File: config.mk
export PLATFORM = sky130hd
export DESIGN_NAME = sdr_cfg_regs
export DESIGN_NICKNAME = d
export VERILOG_FILES = /design/src/sdr_pkg.sv /design/src/sdr_cfg_regs.sv
export SDC_FILE = /design/constraint.sdc
export NUM_CORES = 1
export LEC_CHECK = 0
export ABC_CLOCK_PERIOD_IN_PS = 940
export BUFFER_PORTS_ARGS = -buffer_cell sky130_fd_sc_hd__buf_2
export CAP_MARGIN = 20
export CORE_MARGIN = 2
export CORE_UTILIZATION = 28
export CTS_CLUSTER_SIZE = 30
export DETAILED_ROUTE_END_ITERATION = 10
export PLACE_DENSITY_LB_ADDON = 0.3
export SLEW_MARGIN = 15
export SYNTH_ARGS = -nofsm -noshare
export SYNTH_HDL_FRONTEND = slang
export SYNTH_SLANG_ARGS = --single-unit
File: constraint.sdc
create_clock -name clk -period 0.94 [get_ports clk]
set_input_delay 0.282 -clock clk [delete_from_list [all_inputs] [get_ports clk]]
set_output_delay 0.282 -clock clk [all_outputs]
set_load 0.01 [all_outputs]
File: src/sdr_pkg.sv
// ----------------------------------------------------------------------------
// sdr_pkg: shared types and constants for the sample delta rate block
// Register map, sample type codes and the tag that travels down the pipeline.
// ----------------------------------------------------------------------------
package sdr_pkg;

  // fixed field widths
  localparam int SAMPLE_BITS    = 64;
  localparam int INTERVAL_FIELD = 16;
  localparam int MAG_BITS       = 64;
  localparam int TYPE_BITS      = 4;
  localparam int FLAG_BITS      = 2;
  localparam int CFG_DATA_BITS  = 32;
  localparam int CFG_ADDR_BITS  = 3;

  // register indexes (paddr[2])
  localparam logic REG_SAMPLE_TYPE = 1'b0;
  localparam logic REG_PROC_FLAGS  = 1'b1;

  // width select, low two bits of sample_type
  localparam logic [1:0] WSEL_8  = 2'd0;
  localparam logic [1:0] WSEL_16 = 2'd1;
  localparam logic [1:0] WSEL_32 = 2'd2;
  localparam logic [1:0] WSEL_64 = 2'd3;

  // highest supported sample type code, first unsigned code
  localparam logic [TYPE_BITS-1:0] TYPE_LAST_VALID = 4'd7;
  localparam logic [TYPE_BITS-1:0] TYPE_FIRST_UNS  = 4'd4;

  // processing flag bits
  localparam int FLAG_DIFF = 0;
  localparam int FLAG_RATE = 1;

  // control tag carried alongside the data in every stage
  typedef struct packed {
    logic vld;
    logic neg;
    logic err;
  } sdr_tag_t;

endpackage

File: src/sdr_cfg_regs.sv
// ----------------------------------------------------------------------------
// sdr_cfg_regs: configuration registers
// APB-style write/read access to sample_type and processing_flags.
// ----------------------------------------------------------------------------
module sdr_cfg_regs
  import sdr_pkg::*;
(
  input  logic                     clk,
  input  logic                     rst_n,
  input  logic                     psel,
  input  logic                     penable,
  input  logic                     pwrite,
  input  logic [CFG_ADDR_BITS-1:0] paddr,
  input  logic [CFG_DATA_BITS-1:0] pwdata,
  output logic [CFG_DATA_BITS-1:0] prdata,
  output logic                     pready,
  output logic [TYPE_BITS-1:0]     sample_type_r,
  output logic [FLAG_BITS-1:0]     proc_flags_r
);

  logic                 wr_en;
  logic                 reg_idx;
  logic [TYPE_BITS-1:0] sample_type_nxt;
  logic [FLAG_BITS-1:0] proc_flags_nxt;

  assign pready  = 1'b1;
  assign wr_en   = psel && penable && pwrite && pready;
  assign reg_idx = paddr[2];

  // register write decode
  always_comb begin
    sample_type_nxt = sample_type_r;
    proc_flags_nxt  = proc_flags_r;
    if (wr_en) begin
      case (reg_idx)
        REG_SAMPLE_TYPE: sample_type_nxt = pwdata[TYPE_BITS-1:0];
        REG_PROC_FLAGS:  proc_flags_nxt  = pwdata[FLAG_BITS-1:0];
        default:         sample_type_nxt = sample_type_r;
      endcase
    end
  end

  always_ff @(posedge clk) begin
    if (!rst_n) begin
      sample_type_r <= '0;
      proc_flags_r  <= '0;
    end else begin
      sample_type_r <= sample_type_nxt;
      proc_flags_r  <= proc_flags_nxt;
    end
  end

  // read mux
  always_comb begin
    case (reg_idx)
      REG_SAMPLE_TYPE: prdata = CFG_DATA_BITS'(sample_type_r);
      REG_PROC_FLAGS:  prdata = CFG_DATA_BITS'(proc_flags_r);
      default:         prdata = '0;
    endcase
  end

endmodule

==> impl_metrics.yaml <==
detailed_routing:
  dr.max_layer_used: "met4"
  drc_errors: 0
  routedWlPerCell_microns: 8.76
  num_vias: 385
  wl_met3_microns: 84
  dr_wl_met2_microns: 561
  wl_microns: 972
  vias_per_cell: 3.47
  wl_met1_microns: 307
  drt_iter0_markers: 3
  dr.pass1.iters: 3
  antenna_left: 0
job:
  max_cap_viol_count: 0
placement:
  dp.cells: 105
  hpwl_microns: 687
  globalplace.congestion: 0.617
  portBuffers: 19
clock_network:
  clk_pin_slew_ns: 0.04
  root_buffer: "clkbuf_4"
  clockBufferDepth: 2
  cts.sinks: 6
  cts_tree: "built"
  htreeDepth: 1
  insertion_delay_ns: 0.24
  cts_buffers: 3
timing:
  finalClockSkew_ns: 0
  fin_ws_ns: -0.294
  report.final.slew_viol_count: 0
  period_needed_ns: 1.23
  setup_viol: 10
  rsz0062_at_grt: "yes"
  finalCritPeriodShare: 1.31
  finalHoldViolCount: 0
  fmax_mhz: 810
global_route:
  grt_pass1_vias: 312
  overflow: 0
  grt.total_usage: 0.0886
  grt_pass1_wl_mm: 1.21
  grt_start_max_net_pins: 11
  antenna_found_initial: 0
power_and_ir_drop:
  seq_power_share: 0.416
  powerDensity_mw_per_mm2: 941
  ir_drop_uv: 366
  pwr-share-clk: 0.359
  total_power_uw: 641
  switching_share: 0.280
  p_int_uw: 461
  p_leak_nw: 0.373
  p_comb_frac: 0.225
  power_switching_uw: 180
setup_path:
  cp_max_fo: 2
  startpoint_type: "register"
  path_class: "reg2out"
  cp-end-kind: "output port"
  ff2ff_path_depth: 4
  critical_path_arrival_ns: 0.95
  critPathRequiredTime_ns: 0.66
logic_synthesis:
  ys_ff_latch: 6
  synth_top_area_cell: "buf_4"
  yosysSeqAreaShare: 0.236
  syn_area_per_cell_sq_um: 8.33
  synth_top_area_frac: 0.429
  yosysUniqueCellTypes: 11
  synth_most_common_cell: "buf_4"
  synthCells: 61
  synth-edff-count: 0
  synth-main-ff-cell: "dfxtp_1"
  synthTopCellsByArea: "buf_4, dfxtp_1, mux2i_1"
  yosysWarnings: 0
  postSynth.asyncResetShare: 0
  synth_area_sq_um: 508
  synthTopCellsByCount: "buf_4, nand2_1, dfxtp_1, mux2i_1"
worst_hold_path:
  holdPathStages: 3
  hold_class: "in2reg"
final_layout:
  diodes: 0
  fill_cells: 164
  fin_cells: 111
  syn2layout_area_growth_pct: 34.0
  nets: 128
  multi_input_area_sq_um: 272
  seqCellArea_sq_um: 128
  drive_gt1_frac: 0.465
floorplan:
  ios: 79
  start_util: 0.297
  die_x_microns: 46.6
  coreArea_sq_mm: 0.00171
  core.rowCount: 15
  dieArea_sq_mm: 0.00217
  die_y_microns: 46.6
run_status:
  status: "complete, but fails checks"
  violations: "negative setup slack"
==> cell families (layout without fill, tap and decap cells) <==
| kind of cell | after synthesis | in the layout | synth area share |
|---|---|---|---|
| simple gates | 14 | 14 | 0.140 |
| buf+inv | 31 | 29 | 0.446 |
| flops | 6 | 6 | 0.236 |
| other cells | 2 | 29 | 0.0148 |
| mux | 8 | 8 | 0.163 |
==> state kept, by name, summed over array words and instances, names as in the netlist <==
signal,flops
proc_flags_r,2
sample_type_r,4
==> worst max-delay path: stages, from the launching register on <==
cell and delay (ns):
dfxtp_2 0.32, mux2_4 0.27, buf_6 0.12
==> through the flow <==
stage	hold WS (ns)	setup TNS, ns	setup slack, ns	instance area (sq um)	utilization
6_report	0.284	-1.49	-0.294	681	0.399
5_1_grt	0.284	-1.72	-0.314	681	0.399
4_1_cts	0.279	-1.75	-0.291	681	0.399
3_5_place_dp	0.463	-1.53	-0.230	539	0.316
3_3_place_gp	0.457	-1.49	-0.235	539	0.316
2_1_floorplan	0.424	0	0.0402	609	-
==> metal layers <==
metal	vias to the layer above	GRT usage
met5	-	0
met4	0	0.103
met3	2	0.0314
met2	24	0.158
met1	174	0.0654
li1	185	-
==> final cells by class <==
| type | count | share of cell area |
|---|---|---|
| Sequential cell | 6 | 0.187 |
| Clock buffer | 3 | 0.0331 |
| Timing Repair Buffer | 26 | 0.335 |
| Tap cell | 25 | 0.0460 |
| Multi-Input combinational cell | 51 | 0.399 |
==> path summary, 6_finish.rpt <==
check,start,slack [ns],endpoint
worst min-delay path,pwdata[3],0.28,sample_type_r[3]$_SDFFE_PN0P_
worst min register to register,proc_flags_r[0]$_SDFFE_PN0P_,0.47,proc_flags_r[0]$_SDFFE_PN0P_
worst max-delay path,sample_type_r[0]$_SDFFE_PN0P_,-0.29,prdata[0]
worst max register to register,proc_flags_r[1]$_SDFFE_PN0P_,0.17,proc_flags_r[1]$_SDFFE_PN0P_
==> placed cells by master, fill, tap and decap left out, drive strengths merged <==
cell | synthesis | routed
and2b | 2 | 2
mux2 | 2 | 2
and4b | 1 | 1
dfxtp | 6 | 6
nand2 | 10 | 10
mux2i | 6 | 6
clkbuf | 2 | 3
conb | 2 | 29
nand4 | 1 | 1
buf | 29 | 26
==> what timing repair did <==
action | CTS | global route
setup endpoints to repair | 10 | 11
hold buffers | 0 | 0
gates resized for setup | 21 | 7
buffers inserted | 4 | 2
==> power by group through the flow <==
stage	clock network [mW]	registers, mW	logic, mW
after floorplan	0	0.272	0.167
after global placement	0	0.269	0.119
after detailed placement	0	0.269	0.119
after CTS	0.239	0.266	0.141
after global routing	0.255	0.266	0.161
final	0.230	0.266	0.144
Note: power is estimated with default switching activity, not from simulation.
